[src/rtl/core/hpr_pkg.sv]
// Package for the horizontal polyphase resampler.
// Holds item kinds, field widths and the command record between front and back.
// No dependencies.
package hpr_pkg;

  localparam int unsigned SrcPixelsDef   = 4096;
  localparam int unsigned OutPixelsDef   = 4096;
  localparam int unsigned MaxTapsDef     = 16;
  localparam int unsigned MaxChannelsDef = 4;

  localparam int unsigned SampleW = 24;
  localparam int unsigned WeightW = 16;

  typedef enum logic [1:0] {
    KIND_SAMPLE  = 2'd0,
    KIND_WEIGHT  = 2'd1,
    KIND_COMPUTE = 2'd2,
    KIND_NONE    = 2'd3
  } kind_e;

  typedef struct packed {
    logic [11:0] out_pos;
    logic [11:0] start_pixel;
    logic [6:0]  taps;
    logic [2:0]  channels;
  } cmd_t;

endpackage

[src/rtl/core/hpr_out.sv]
// Output queue: two-entry result buffer presented as a queue with empty/pop.
// Depends on hpr_pkg.
module hpr_out (
  input  logic               clk_i,
  input  logic               rst_ni,
  input  logic               in_valid_i,
  input  logic signed [23:0] in_value_i,
  input  logic [1:0]         in_channel_i,
  input  logic               in_last_i,
  output logic               in_take_o,
  output logic               empty,
  input  logic               pop,
  output logic signed [23:0] value_o,
  output logic [1:0]         channel_o,
  output logic               last_o
);
  import hpr_pkg::*;

  logic [26:0] buf_q [2];
  logic        wr_q, rd_q;
  logic [1:0]  cnt_q;
  logic        enq, deq;

  assign in_take_o = in_valid_i && (cnt_q != 2'd2);
  assign enq       = in_take_o;
  assign empty     = (cnt_q == 2'd0);
  assign deq       = pop && !empty;
  assign {value_o, channel_o, last_o} = buf_q[rd_q];

  always_ff @(posedge clk_i) begin
    if (enq) buf_q[wr_q] <= {in_value_i, in_channel_i, in_last_i};
  end

  always_ff @(posedge clk_i or negedge rst_ni) begin
    if (!rst_ni) begin
      wr_q  <= 1'b0;
      rd_q  <= 1'b0;
      cnt_q <= '0;
    end else begin
      if (enq) wr_q <= ~wr_q;
      if (deq) rd_q <= ~rd_q;
      cnt_q <= cnt_q + 2'(enq) - 2'(deq);
    end
  end

endmodule

[config.mk]
export PLATFORM = sky130hd
export DESIGN_NAME = hpr_out
export DESIGN_NICKNAME = d
export VERILOG_FILES = /design/src/rtl/core/hpr_pkg.sv /design/src/rtl/core/hpr_out.sv
export SDC_FILE = /design/constraint.sdc
export NUM_CORES = 1
export LEC_CHECK = 0
export BUFFER_PORTS_ARGS = -buffer_cell sky130_fd_sc_hd__buf_4
export CORE_UTILIZATION = 45
export DETAILED_ROUTE_END_ITERATION = 6
export PLACE_DENSITY_LB_ADDON = 0.2
export SLEW_MARGIN = 20
export SYNTH_ARGS = -nofsm -noshare
export SYNTH_HDL_FRONTEND = slang
export SYNTH_SLANG_ARGS = --single-unit
export TNS_END_PERCENT = 5
[constraint.sdc]
create_clock -name clk_i -period 2.3 [get_ports clk_i]
set_input_delay 0.23 -clock clk_i [delete_from_list [all_inputs] [get_ports clk_i]]
set_output_delay 0.23 -clock clk_i [all_outputs]
set_load 0.005 [all_outputs]
# Word level (Yosys, flattened, before mapping)
# Memory sizes are Yosys's and may differ from the RTL's.
# Cells that the tools add are included.
dict set report word_totals {
  reg_bits 4
  mem_bits_rw 54
  in_bits 31
  out_inout_bits 29
  word_cells 15
  memories 1
}
# memory words word_bits rd rd_ports_with_merged_regs wr line
set mem_list {}
lappend mem_list {buf_q 2 27 1 0 1 hpr_out.sv:19} ;# logic [26:0] buf_q [2];
dict set report op_classes {
  n_addsub 2
  n_eq_ne 1
  n_mux 2
  n_bitwise 2
  reduce_logical 4
}
# cell count
set ops {}
lappend ops {{$add A2 B1 Y2} 1}
lappend ops {{$logic_and A1 B1 Y1} 2}
lappend ops {{$logic_not A2 Y1} 1}
lappend ops {{$mux W1} 2}
lappend ops {{$ne A2 B2 Y1 const B} 1}
lappend ops {{$not A1 Y1} 2}
lappend ops {{$sub A2 B1 Y2} 1}
lappend ops {{$logic_not A1 Y1} 1}

# Logic depth before layout (Yosys ltp)
dict set report depth {
  depth_word 4
  mapped_depth 7
  mapped_depth_nobuf 7
}

# Worst setup path after synthesis
# OpenSTA, ideal clock, no wires.
dict set report synth_path {
  kind {register to register}
  from {register cnt_q[1]}
  to {memory buf_q[1][0], enable pin}
  setup_ps 411
  t_arrival_ps 1689
  path_slack_ps 200
  path_stages_with_launch 4
  path_buffers 0
  synth_period_minus_slack_ps 2100
  path_cell_list {dfrtp_1 inv_1 o21ai_2 nor2_1}
}
dict set report synth_between {
  elab_chain_cells 4
}
# item line
set synth_lines {}
lappend synth_lines {{from (decl)} hpr_out.sv:21} ;# logic [1:0] cnt_q;
lappend synth_lines {{from (signal assigned)} hpr_out.sv:42} ;# cnt_q <= cnt_q + 2'(enq) - 2'(deq);
lappend synth_lines {{$ne A2 B2 Y1} hpr_out.sv:24} ;# assign in_take_o = in_valid_i && (cnt_q != 2'd2);
lappend synth_lines {{$logic_and A1 B1 Y1} hpr_out.sv:24}
lappend synth_lines {{$mux W1} hpr_out.sv:31} ;# if (enq) buf_q[wr_q] <= {in_value_i, in_channel_i, in_last_i};
lappend synth_lines {{$mux W1 (implied by the code)} hpr_out.sv:31}
lappend synth_lines {{to (decl)} hpr_out.sv:19}
# No other way between the ends.

# Worst setup path in the final report
dict set report layout_path {
  from {register rd_q}
  to {output value_o[23]}
}
dict set report layout_between {
  elab_chain_cells 1
}
# item line
set layout_lines {}
lappend layout_lines {{from (decl)} hpr_out.sv:20} ;# logic wr_q, rd_q;
lappend layout_lines {{from (signal assigned)} hpr_out.sv:41} ;# if (deq) rd_q <= ~rd_q;
lappend layout_lines {{$mem_v2 Z2 W27} -}
lappend layout_lines {{to (decl)} hpr_out.sv:13} ;# output logic signed [23:0] value_o,
# No other way between the ends.

==> impl_results.md <==
- Worst path slowest cell: mux2_2
- Max Cap Viol: 0
- Number of diodes: 0
- Synth Register Bits: 58
- F_max: 596 MHz
- Fin worst setup slack: 623 ps
- Synth top cells by count: edfxtp_1 (54), mux2_4 (19), mux2_2 (8)
- Placer congestion estimate: 0.595
- Final period utilization: 72.9%
- Worst path required time: 2070 ps
- Status: complete, no violations
- Post-Route Setup TNS: 0 ps
- Post-Synth Adder-Cell Area: 1.11%
- WP data arrival: 1450 ps
- Vias: 1140
- Worst slew margin: 80.7%
- TritonCTS clock tree: done
- Post-DR vias/cell: 4.56
- Multiplexer area fraction after synthesis: 16.7%
- Maximum fanout along the worst path: 16
- Dominant cell type by area after synthesis: edfxtp_1
- Per-cell routed wire length: 14.7 µm
- Total gr overflow: 0
- Post-DP HPWL: 2570 µm
- Leak Pwr: 1.21 nW
- Max incr delay on CP: 380 ps
- Peak supply drop: 0.795 mV
- Area of the multi-input gates: 467 µm²
- Final count of negative-setup-slack endpoints: 0
- Number of clock sinks: 58
- Vias in the first global route: 1252
- Period minus WS final: 1680 ps
- Worst hold path class: in -> reg
- CP dominant cell by count: buf_4
- Number of I/O pins: 60
- Synth area leaders: edfxtp_1 (72%), mux2_4 (13%), dfrtp_1 (4.4%), mux2_2 (4.0%), buf_12 (1.8%)
- Die area: 0.00529 mm²
- Crit path launch type: flop
- Post-CTS setup buffer count: 0
- Mapped Cells: 104
- FFs w/ async S/R, synth: 6.90%
- Yosys cell types: 13
- Largest family of logic cells by synthesized area: multiplexers
- Hold_ws: 86.6 ps
- Simple-Gate Fraction of Synth Area: 0.777%
- Syn Nets: 137
- First-pass GRT wire length: 5760 µm
- Nets: 211
- RSZ-0062 raised after global routing: no
- Ys flop type: edfxtp_1
- P&R area growth vs syn: 31.6%
- Share of the synthesized area in the top cell type: 72.0%
- Effective utilization at floorplan: 47.1%
- DRC: 0
- Number of port buffers: 59
- Share of cells above drive strength 1: 57.9%
- Critical Path End Type: primary output
- Worst-Skew Late Latency: 330 ps
- Number of placed cells counting well taps: 233
- Compound-Gate Fraction of Synth Area: 0.389%
- Critical Setup Path Class: reg -> out
- Filler cell count: 357
- Mapped cell area: 0.00225 mm²
- Final hold viol count: 0
- Initial antenna violation count: 0
- Core ar.: 0.00479 mm²
- H-tree depth: 3
- Syn avg cell area: 21.7 µm²
- Die Y: 72.8 µm
- Die X: 72.8 µm
- CP Cell Sequence: buf_4, mux2_2, buf_4
- All-layer global routing usage: 15.8%
- Detailed-route wire length: 3680 µm
- Rows: 25
- Sequential Area: 0.00172 mm²
- CTS Buffer Depth: 2
- Worst Tran Pin Value: 290 ps
- Top-count cell post-synth: edfxtp_1
- Register area share after synthesis: 76.4%
- Pwr Total: 3.61 mW
- EDFF count, synth: 54
- Root Buffer: clkbuf_8
- Initial DRC Count: 45
- TritonCTS buffer count: 9
- Final Non-Filler Cells: 250
- Largest net degree at the start of global routing: 17
- Skew final: 8.55 ps
- XOR/XNOR Fraction of Synth Area: 1.55%
- Yosys warns: 0
- Setup WS pre-CTS: 753 ps
- Clk pin slew, worst setup/hold paths: 60 ps
- Max Slew Vio Count: 0
- Pre-antenna DRT Iters: 4
- PD cells: 1220 mW/mm²
- Routed Antenna Nets: 0
-- final timing paths --
check | start | endpoint | slack [ps] | depth (start not counted)
setup / recovery | rd_q | value_o[23] | 620 | 3
max in group asynchronous | rst_ni | rd_q | 1960 | 2
setup reg to reg | cnt_q[1] | cnt_q[1] | 760 | 7
min in group asynchronous | rst_ni | cnt_q[1] | 240 | 2
hold / removal | in_value_i[10] | buf_q[0][13] | 90 | 1
hold reg to reg | wr_q | wr_q | 520 | 1
-- cells by family after synthesis --
kind of cell / after synthesis
flops: 58
mux: 27
buf+inv: 8
xor+xnor: 4
simple gates: 4
fa+ha+maj: 2
compound gates: 1
-- layout by cell type (no fill, tap or decap) --
master         instances
buf_4                 65
edfxtp_1              54
mux2_4                19
clkbuf_8               9
mux2_2                 8
inv_1                  5
dfrtp_1                4
xnor2_1                3
clkbuf_1               3
nor2_2                 2
ha_1                   2
clkinv_1               2
o21ai_2                1
nor2_1                 1
nor2b_1                1
xor2_1                 1
bufinv_16              1
clkinv_2               1
dlygate4sd3_1          1
-- per-stage QoR --
step                      utilization, %  cell area (µm²)
after floorplan                        -             2250
after global placement              58.1             2780
after detailed placement            58.1             2780
after CTS                           62.0             2970
after global routing                62.0             2970
final                               62.0             2970
-- worst max-delay path, delay by kind of cell, from the launching register on --
kind     cells  cell delay [ps]
flops        1              340
buf+inv      2              410
mux          1              380
-- registers in the layout, summed over array words and instances (netlist names) --
register / count
buf_q: 54
cnt_q: 2
rd_q: 1
wr_q: 1
-- what timing repair did --
action | CTS | global route
setup endpoints to repair | 0 | 0
resized for setup | 0 | 0
endpoints found under the hold margin | 4 | 0
hold buffers | 1 | 0
-- metal layers --
| metal | vias to the layer above | share of wire [%] | track usage, % | routed length (µm) |
|---|---|---|---|---|
| li1 | 541 | - | - | - |
| met1 | 550 | 40 | 17.4 | 1460 |
| met2 | 42 | 52 | 26.4 | 1930 |
| met3 | 7 | 5.9 | 5.11 | 218 |
| met4 | 0 | 1.9 | 9.80 | 71 |
| met5 | - | 0 | 0 | 0 |
-- final cells by class --
type	instances	share of cell area, %
Sequential cell	58	58.0
Clock inverter	4	1.43
Multi-Input combinational cell	38	15.7
Clock buffer	12	4.56
Inverter	5	0.633
Timing Repair Buffer	66	16.8
Tap cell	67	2.83
-- power breakdown --
part,switching (mW),internal (mW)
sequential,0.0761,1.45
combinational,0.508,0.721
clock,0.361,0.492
Note: power is estimated with default switching activity, not from simulation.
