===== src/rtl/core/hpr_pkg.sv =====
// Package for the horizontal polyphase resampler.
// Holds item kinds, field widths and the command record between front and back.
// No dependencies.
package hpr_pkg;

  localparam int unsigned SrcPixelsDef   = 4096;
  localparam int unsigned OutPixelsDef   = 4096;
  localparam int unsigned MaxTapsDef     = 16;
  localparam int unsigned MaxChannelsDef = 4;

  localparam int unsigned SampleW = 24;
  localparam int unsigned WeightW = 16;

  typedef enum logic [1:0] {
    KIND_SAMPLE  = 2'd0,
    KIND_WEIGHT  = 2'd1,
    KIND_COMPUTE = 2'd2,
    KIND_NONE    = 2'd3
  } kind_e;

  typedef struct packed {
    logic [11:0] out_pos;
    logic [11:0] start_pixel;
    logic [6:0]  taps;
    logic [2:0]  channels;
  } cmd_t;

endpackage


===== src/rtl/core/hpr_front.sv =====
// Front end: accepts items, performs loads into the stores' write ports and
// queues compute commands. Depends on hpr_pkg.
module hpr_front #(
  parameter int unsigned OutPixels   = 4096,
  parameter int unsigned MaxTaps     = 16,
  parameter int unsigned MaxChannels = 4,
  parameter int unsigned QDepth      = 2
) (
  input  logic                clk_i,
  input  logic                rst_ni,
  input  logic                push,
  output logic                full,
  input  logic [1:0]          kind_i,
  input  logic [11:0]         weight_output_i,
  input  logic [3:0]          weight_tap_i,
  input  logic [11:0]         out_pos_i,
  input  logic [11:0]         start_pixel_i,
  input  logic [4:0]          tap_count_i,
  input  logic [2:0]          channel_count_i,
  input  logic                back_busy_i,
  output logic                sample_we_o,
  output logic                weight_we_o,
  output logic                cmd_valid_o,
  output hpr_pkg::cmd_t       cmd_o,
  input  logic                cmd_take_i
);
  import hpr_pkg::*;

  localparam int unsigned PtrW = $clog2(QDepth);

  cmd_t            q_mem [QDepth];
  logic [PtrW-1:0] wr_q, wr_d, rd_q, rd_d;
  logic [PtrW:0]   cnt_q, cnt_d;
  logic            acc, enq, deq;
  logic            is_load;
  cmd_t            cmd_new;
  logic [6:0]      taps_sat;
  logic [2:0]      ch_sat;

  // hold loads while any compute is queued or running
  assign is_load     = (kind_i == KIND_SAMPLE) || (kind_i == KIND_WEIGHT);
  assign full        = (cnt_q == (PtrW+1)'(QDepth))
                       || (is_load && ((cnt_q != '0) || back_busy_i));
  assign acc         = push && !full;
  assign sample_we_o = acc && (kind_i == KIND_SAMPLE);
  assign weight_we_o = acc && (kind_i == KIND_WEIGHT)
                       && (32'(weight_output_i) < OutPixels)
                       && (32'(weight_tap_i) < MaxTaps);
  assign enq         = acc && (kind_i == KIND_COMPUTE);
  assign cmd_valid_o = (cnt_q != '0);
  assign deq         = cmd_take_i && cmd_valid_o;
  assign cmd_o       = q_mem[rd_q];

  always_comb begin
    if (32'(tap_count_i) > MaxTaps) taps_sat = 7'(MaxTaps);
    else taps_sat = 7'(tap_count_i);
    if (channel_count_i == 3'd0) ch_sat = 3'd1;
    else if (32'(channel_count_i) > MaxChannels) ch_sat = 3'(MaxChannels);
    else ch_sat = channel_count_i;
    cmd_new = '{out_pos: out_pos_i, start_pixel: start_pixel_i,
                taps: taps_sat, channels: ch_sat};
    wr_d  = enq ? ((32'(wr_q) == QDepth-1) ? '0 : wr_q + 1'b1) : wr_q;
    rd_d  = deq ? ((32'(rd_q) == QDepth-1) ? '0 : rd_q + 1'b1) : rd_q;
    cnt_d = cnt_q + (PtrW+1)'(enq) - (PtrW+1)'(deq);
  end

  always_ff @(posedge clk_i or negedge rst_ni) begin
    if (!rst_ni) begin
      wr_q  <= '0;
      rd_q  <= '0;
      cnt_q <= '0;
    end else begin
      wr_q  <= wr_d;
      rd_q  <= rd_d;
      cnt_q <= cnt_d;
    end
  end

  always_ff @(posedge clk_i) begin
    if (enq) q_mem[wr_q] <= cmd_new;
  end

endmodule


===== config.mk =====
export PLATFORM = sky130hd
export DESIGN_NAME = hpr_front
export DESIGN_NICKNAME = d
export VERILOG_FILES = /design/src/rtl/core/hpr_pkg.sv /design/src/rtl/core/hpr_front.sv
export SDC_FILE = /design/constraint.sdc
export NUM_CORES = 1
export LEC_CHECK = 0
export CAP_MARGIN = 10
export CORE_AREA = 2 2 93 95
export CTS_CLUSTER_DIAMETER = 100
export CTS_CLUSTER_SIZE = 24
export DETAILED_ROUTE_END_ITERATION = 8
export DIE_AREA = 0 0 95 97
export DONT_BUFFER_PORTS = 1
export GPL_ROUTABILITY_DRIVEN = 0
export SYNTH_ARGS = -nofsm -noshare
export SYNTH_HDL_FRONTEND = slang
export SYNTH_SLANG_ARGS = --single-unit

===== constraint.sdc =====
create_clock -name clk_i -period 3.1 [get_ports clk_i]
set_input_delay 0 -clock clk_i [delete_from_list [all_inputs] [get_ports clk_i]]
set_output_delay 0 -clock clk_i [all_outputs]
set_load 0.1 [all_outputs]

# Yosys cells after proc, flatten, opt, wreduce, memory -nomap -nowiden
# Memory sizes are Yosys's and may differ from the RTL's.
# Index checks and enable logic that the tools add are counted.
dict set report classes {
  add_sub_neg 4
  eq_ne 3
  order_cmp 2
  muxes 7
  n_reduce_logical 13
}
# op count
set ops {}
lappend ops {{$logic_and 1x1->1} 6}
lappend ops {{$mux 3} 2}
lappend ops {{$gt 5x5->1 const B} 1}
lappend ops {{$mux 5} 1}
lappend ops {{$eq 2x2->1 const B} 2}
lappend ops {{$mux 1} 4}
lappend ops {{$gt 3x3->1 const B} 1}
lappend ops {{$logic_not 3->1} 1}
lappend ops {{$logic_or 1x1->1} 3}
lappend ops {{$add 1x1->1 const B} 2}
lappend ops {{$add 2x1->2} 1}
lappend ops {{$eq 2x1->1 const B} 1}
lappend ops {{$logic_not 2->1} 1}
lappend ops {{$reduce_bool 2->1} 1}
lappend ops {{$sub 2x1->2} 1}
lappend ops {{$logic_not 1->1} 1}
dict set report word_totals {
  memories 1
  reg_bits 4
  ram_bits 64
  output_inout_bits 38
}
# memory depth word_bits read_ports rd_clocked_by_memory_dff write_ports line_no
set mem_list {}
lappend mem_list {q_mem 2 32 1 0 1 hpr_front.sv:31} ;# cmd_t q_mem [QDepth];

# Longest topological paths before layout
# Gate-level depths: netlist of run 1.
dict set report depth {
  depth_word 9
  ltp_mapped 7
  ltp_nobuf 7
}

# Worst setup path after synthesis of run 1
# No wires, ideal clock.
dict set report synth_path {
  path_kind {flip-flop to output port}
  start {register cnt_q[1]}
  end {output sample_we_o}
  path_stages_with_launch 4
  path_slack_ps -360
  arrival_time_ps 3460
  path_cell_list {dfrtp_1 -> nor2_2 -> nand2_1 -> nor4_1}
}
dict set report synth_between {
  elab_chain_len 7
}
# item line_no
set synth_lines {}
lappend synth_lines {{start: declaration} hpr_front.sv:33} ;# logic [PtrW:0] cnt_q, cnt_d;
lappend synth_lines {{start signal: assignment} hpr_front.sv:75} ;# cnt_q <= cnt_d;
lappend synth_lines {{$reduce_bool 2->1} hpr_front.sv:43} ;# || (is_load && ((cnt_q != '0) || back_busy_i));
lappend synth_lines {{$logic_or 1x1->1} hpr_front.sv:43}
lappend synth_lines {{$logic_and 1x1->1} hpr_front.sv:43}
lappend synth_lines {{$logic_or 1x1->1 *} hpr_front.sv:43}
lappend synth_lines {{$logic_not 1->1 *} hpr_front.sv:44} ;# assign acc = push && !full;
lappend synth_lines {{$logic_and 1x1->1 *} hpr_front.sv:44}
lappend synth_lines {{$logic_and 1x1->1 *} hpr_front.sv:45} ;# assign sample_we_o = acc && (kind_i == KIND_SAMPLE);
lappend synth_lines {{end: declaration} hpr_front.sv:21} ;# output logic sample_we_o,
# Every way passes the cells marked *; elsewhere a longest branch is shown, timed or not.

# Worst setup path in the final report of run 1
dict set report layout_path {
  start {register cnt_q[0]}
  end {memory q_mem[0][7] (netlist name) (enable)}
}
dict set report layout_between {
  elab_chain_len 9
}
# item line_no
set layout_lines {}
lappend layout_lines {{$reduce_bool 2->1} hpr_front.sv:43}
lappend layout_lines {{$logic_or 1x1->1} hpr_front.sv:43}
lappend layout_lines {{$logic_and 1x1->1} hpr_front.sv:43}
lappend layout_lines {{$logic_or 1x1->1 *} hpr_front.sv:43}
lappend layout_lines {{$logic_not 1->1 *} hpr_front.sv:44}
lappend layout_lines {{$logic_and 1x1->1 *} hpr_front.sv:44}
lappend layout_lines {{$logic_and 1x1->1 *} hpr_front.sv:49} ;# assign enq = acc && (kind_i == KIND_COMPUTE);
lappend layout_lines {{$mux 1 *} hpr_front.sv:80} ;# if (enq) q_mem[wr_q] <= cmd_new;
lappend layout_lines {{$mux 1 (implied by the code) *} hpr_front.sv:80}
lappend layout_lines {{end: declaration} hpr_front.sv:31}
# Marked as above.

==> results of run 1 <==
==> metal layers <==
metal,vias to the layer above,wire [um],track usage [%]
met2,48,2719,20.08
met3,8,347,4.984
met1,665,1616,9.580
met4,0,95,6.577
li1,604,-,-
met5,-,0,0
==> cells in the mapped netlist (2+ instances only) <==
| library cell | n |
|---|---|
| buf_12 | 3 |
| buf_4 | 2 |
| clkbuf_1 | 2 |
| dfrtp_1 | 4 |
| edfxtp_1 | 64 |
| ha_1 | 2 |
| inv_1 | 4 |
| mux2_2 | 3 |
| mux2_4 | 29 |
| nor2_1 | 3 |
| nor2b_1 | 5 |
| xnor2_1 | 3 |
==> cells by family after synthesis <==
logic type / after synthesis / synth area share (%)
compound gates: 2 / 0.3589
xor+xnor: 4 / 1.258
fa+ha+maj: 2 / 0.8979
buf+inv: 12 / 3.906
flops: 68 / 72.56
mux: 32 / 16.84
other cells: 1 / 0.1346
simple gates: 15 / 4.041
==> cell usage in the layout, fill, tap and decap left out, types with 2 or more instances in the layout <==
master	Yosys	routed
buf_4	2	4
bufinv_16	0	2
clkbuf_8	0	9
clkinv_4	0	2
conb_1	1	2
dfrtp_1	4	3
dlygate4sd3_1	0	39
edfxtp_1	64	64
ha_1	2	2
inv_1	4	4
mux2_2	3	3
mux2_4	29	29
nor2_4	0	2
nor2b_1	5	5
xnor2_1	3	3
==> area by class of cell <==
class	instances	area, sq um	share of cell area, %
Tap cell	105	131.4	3.738
Clock inverter	7	98.84	2.812
Sequential cell	68	2023	57.56
Inverter	4	15.01	0.4272
Clock buffer	9	123.9	3.524
Timing Repair Buffer	43	420.4	11.96
Multi-Input combinational cell	57	701.9	19.97
==> per-stage QoR <==
stage	area, sq um	utilization (%)	setup WS [ns]	hold WS [ns]	total power [uW]
floorplan	2796	-	0.5717	-0.2956	2820
global placement	2902	35.67	1.364	-0.2955	2817
detailed placement	2902	35.67	1.319	-0.2954	2840
CTS	3515	43.21	0.7737	0.1664	3689
global route	3515	43.21	0.6677	0.1993	3773
finish	3515	43.21	0.7904	0.1924	3639
==> final timing paths <==
check                         endpoint  slack [ns]  cells past startpoint
min in group asynchronous     cnt_q[1]        0.47                      2
min                           cnt_q[1]        0.19                      4
max reg2reg                q_mem[0][7]        0.79                      5
max                        q_mem[0][7]        0.79                      5
max in group asynchronous         rd_q        2.44                      2
min reg2reg                   cnt_q[1]        0.54                      1
==> sequential cells by signal (all words and copies together) (netlist names) <==
name	flops
rd_q	1
q_mem	64
cnt_q	2
wr_q	1
==> power by group through the flow <==
stage	Sequential, uW	Clock, uW	Combinational [uW]
2_1_floorplan	1150	0	1670
3_3_place_gp	1260	0	1550
3_5_place_dp	1270	0	1570
4_1_cts	1250	821	1620
5_1_grt	1260	864	1650
6_report	1250	786	1610
==> worst register-to-register path: stages, from the launching register on <==
cell,delay (ns)
dfrtp_1,0.40
nand2b_1,0.22
nand4b_4,0.13
dlygate4sd3_1,0.64
nor2_4,0.17
buf_4,0.39
==> results.md, run 1 <==
* CP max stage cell: dlygate4sd3_1
* Top cells by area, synth: edfxtp_1 69%, mux2_4 16%, dfrtp_1 3.6%
* Via count at 1,325
* # fillers at 702
* CP delay by family, top: buffers and inverters
* Synth area leader: edfxtp_1
* Number of antenna violations at the first check in global routing at 0
* Final Max Tran Viols at 0
* Final routed DRC violation total at 0
* Syn_area_per_cell at 20.49 sq um
* Startpoint Class: register
* Switching Fraction at 47.45%
* Peak VDD IR at 295.3 uV
* Sequential element share of the synthesized area at 72.56%
* Global-route wire length before repair at 7113 um
* Critical path class: register to register
* Post-synth EDFFs at 64
* CTS tree: yes
* Initial DRT Pass Iterations at 3
* # setup viols final at 0
* Mapped cell area at 2786 sq um
* Reg power frac at 34.3%
* Clock transition at the registers of the reported paths at 0.07 ns
* Total track usage at 11.05%
* Final #Nets at 240
* Post-DP HPWL at 3121 um
* Crit-path max FO at 28
* Final TNS setup at 0 ns
* F_max at 433.0 MHz
* Final Non-Filler Cells at 293
* Commonest register cell after synthesis: edfxtp_1
* CP arrival at 2.31 ns
* Worst-margin pin slew at 1.082 ns
* Yosys cell types at 24
* Switching power at 1726 uW
* LEAKAGE at 0.001271 uW
* WP data required at 3.10 ns
* Largest net degree at the start of global routing at 34
* Wirelength per Cell at 16.31 um
* Remaining antenna violation count after routing at 0
* Later-pin clock latency in the skew report at 0.34 ns
* Global route total overflow at 0
* Reg-to-Reg Start: cnt_q[0]
* Worst slew margin at 27.85%
* Internal at 1912 uW
* Worst path bufs/invs at 2
* Tightest Hold Check Type: input pin to register
* CP Cell Sequence: nand2b_1 > nand4b_4 > dlygate4sd3_1 > nor2_4 > buf_4
* CTS Root Cell: clkbuf_8
* Initial Utilization at 34.26%
* Final WL at 4779 um
* Number of buffers added for setup after CTS at 0
* Die area at 9215 sq um
* Skew final at 0.009954 ns
* Hold Fails Final Rpt at 0
* RSZ-0062 raised after global routing: no
* Sink Count at 68
* Row count at 33
* Post-CTS sizing at 0
* Area share of the largest cell type after synthesis at 68.97%
* Ys async rst share at 5.882%
* #FFs+latches synth at 68
* Max-cap violation count at 0
* CTS Hold Bufs at 39
* CP Launch Point: cnt_q[0]
* Dpl cells at 238
* Clk pwr share at 21.6%
* CP Capture Type: register
* I/O Pins at 93
* Max H-tree Level at 3
* Vias in the first global route at 1,438
* Total CTS buffers at 9
* Power per cell area at 1035 nW/um^2
* Slowest stage delay, CP at 0.64 ns
* Port bufs at 0
* Comb pwr share at 44.1%
* Ys Warns at 0
* Area growth syn-to-layout at 26.13%
* Die height at 97 um
* Worst min-delay path startpoint: kind_i[0]
* Final min period at 2.310 ns
* Layout cells sized above 1 at 32.45%
* Status: complete, no violations
* Period Utilization, post-route at 74.50%
* Max clock buf depth at 2
* Die Wd at 95 um
* Core area at 8134 sq um
* DR iter-0 viols at 20
* Via density at 4.522
* Post-synthesis cell count at 136
* Ant. Diodes at 0
Note: power is estimated with default switching activity, not from simulation.
==> run 2: changes to the inputs <==
- clock period: 3.1 -> 2.37 ns (I/O delays scaled with it)
==> results.md, run 2 (synthesis gave the netlist of run 1 again) <==
* Switching power at 2273 uW
* Total CTS buffers at 9
* Power per cell area at 1310 nW/um^2
* CTS Root Cell: clkbuf_8
* Internal at 2324 uW
* Wirelength per Cell at 15.97 um
* Die Wd at 95 um
* Area growth syn-to-layout at 25.95%
* Die height at 97 um
* # fillers at 705
* Dpl cells at 240
* Skew final at 0.006972 ns
* Port bufs at 0
* CP arrival at 1.82 ns
* Final routed DRC violation total at 0
* Post-CTS sizing at 0
* CP Capture Type: primary output
* Crit-path max FO at 19
* Hold Fails Final Rpt at 0
* Layout cells sized above 1 at 33.33%
* Period Utilization, post-route at 76.92%
* Initial Utilization at 34.26%
* Final Non-Filler Cells at 294
* F_max at 548.6 MHz
* Worst-margin pin slew at 0.8273 ns
* Vias in the first global route at 1,462
* DR iter-0 viols at 38
* Worst reg-to-reg setup slack at 0.67 ns
* Tightest Hold Check Type: input pin to register
* Clk pwr share at 17.8%
* Final #Nets at 241
* Final Max Tran Viols at 0
* Final core occ at 43.15%
* Largest net degree at the start of global routing at 30
* Final WL at 4694 um
* Commonest cells after routing, fill and taps aside: 64 x edfxtp_1, 38 x dlygate4sd3_1, 29 x mux2_4, 9 x clkbuf_8, 5 x nor2b_1
* Max-cap violation count at 0
* Global-route wire length before repair at 7169 um
* Critical path class: register to primary output
* DP Area at 2954 sq um
* Via count at 1,279
* Max H-tree Level at 3
* Via density at 4.350
* Total track usage at 10.75%
* Biggest regs: q_mem (64), cnt_q (2)
* Row count at 33
* Clock transition at the registers of the reported paths at 0.07 ns
* Reg power frac at 34.2%
* Global route total overflow at 0
* Initial DRT Pass Iterations at 4
* CTS tree: yes
* Peak VDD IR at 424.6 uV
* Final min period at 1.823 ns
* I/O Pins at 93
* Ant. Diodes at 0
* Biggest register: q_mem
* Core area at 8134 sq um
* Max clock buf depth at 2
* Sink Count at 68
* Status: complete, no violations
* Final instance area at 3510 sq um
* RSZ-0062 raised after global routing: no
* Commonest non-fill, non-tap cell in the layout: edfxtp_1
* Number of antenna violations at the first check in global routing at 0
* Max reg flops at 64
* LEAKAGE at 0.001265 uW
* Worst slew margin at 44.79%
* # setup viols final at 0
* Comb pwr share at 48.0%
* Post-DP HPWL at 3076 um
* WP data required at 2.37 ns
* Later-pin clock latency in the skew report at 0.33 ns
* Die area at 9215 sq um
* Remaining antenna violation count after routing at 0
* Startpoint Class: register
* Switching Fraction at 49.45%
run 2: routing by layer:
layer	global-route usage (%)	up-vias	routed length (um)	part of all wire, %
met2	19.97	48	2618	56
met5	0	-	0	0
met3	4.517	5	352	7.5
met1	9.759	624	1662	35
li1	-	602	-	-
met4	5.017	0	60	1.3
run 2: timing repair:
item                      4_1_cts  5_1_grt
hold buffers                   38        0
buffers inserted                0        0
hold endpoints to repair       71        0
run 2: path summary, 6_finish.rpt:
| check | startpoint | to | cells after the start |
|---|---|---|---|
| max in group asynchronous | rst_ni | rd_q | 2 |
| hold reg to reg | cnt_q[1] | cnt_q[1] | 1 |
| setup / recovery | rd_q | cmd_o[7] | 2 |
| setup reg to reg | cnt_q[0] | cnt_q[1] | 7 |
| min in group asynchronous | rst_ni | wr_q | 2 |
| hold / removal | kind_i[0] | q_mem[0][1] | 2 |
run 2: per-stage QoR:
step,hold slack [ns],TNS (ns),setup slack [ns],power [uW]
after detailed placement,-0.2954,0,0.6486,3767
after global placement,-0.2955,0,0.7129,3738
after floorplan,-0.2956,-6.536,-0.1021,3690
after global routing,0.03698,0,0.4723,4755
final,0.05346,0,0.5471,4597
after CTS,0.03452,0,0.4873,4662
run 2: worst max-delay path: stages, from the launching register on:
cell	delay, ns
dfrtp_2	0.77
buf_12	0.25
mux2_4	0.45
run 2: layout make-up:
type | count | area, sq um | area share (%)
clock buffers | 9 | 123.9 | 3.529
clock inverters | 7 | 51.30 | 1.462
inverters | 4 | 15.01 | 0.4278
multi-input cells | 57 | 701.9 | 20.00
flip-flops and latches | 68 | 2023 | 57.65
well taps | 105 | 131.4 | 3.743
repair buffers | 44 | 462.9 | 13.19
run 2: power groups by stage:
stage	registers, uW	clock network [uW]	logic (uW)
after floorplan	1500	0	2190
after global placement	1600	0	2140
after detailed placement	1610	0	2160
after CTS	1580	858	2220
after global routing	1590	906	2260
final	1570	819	2210
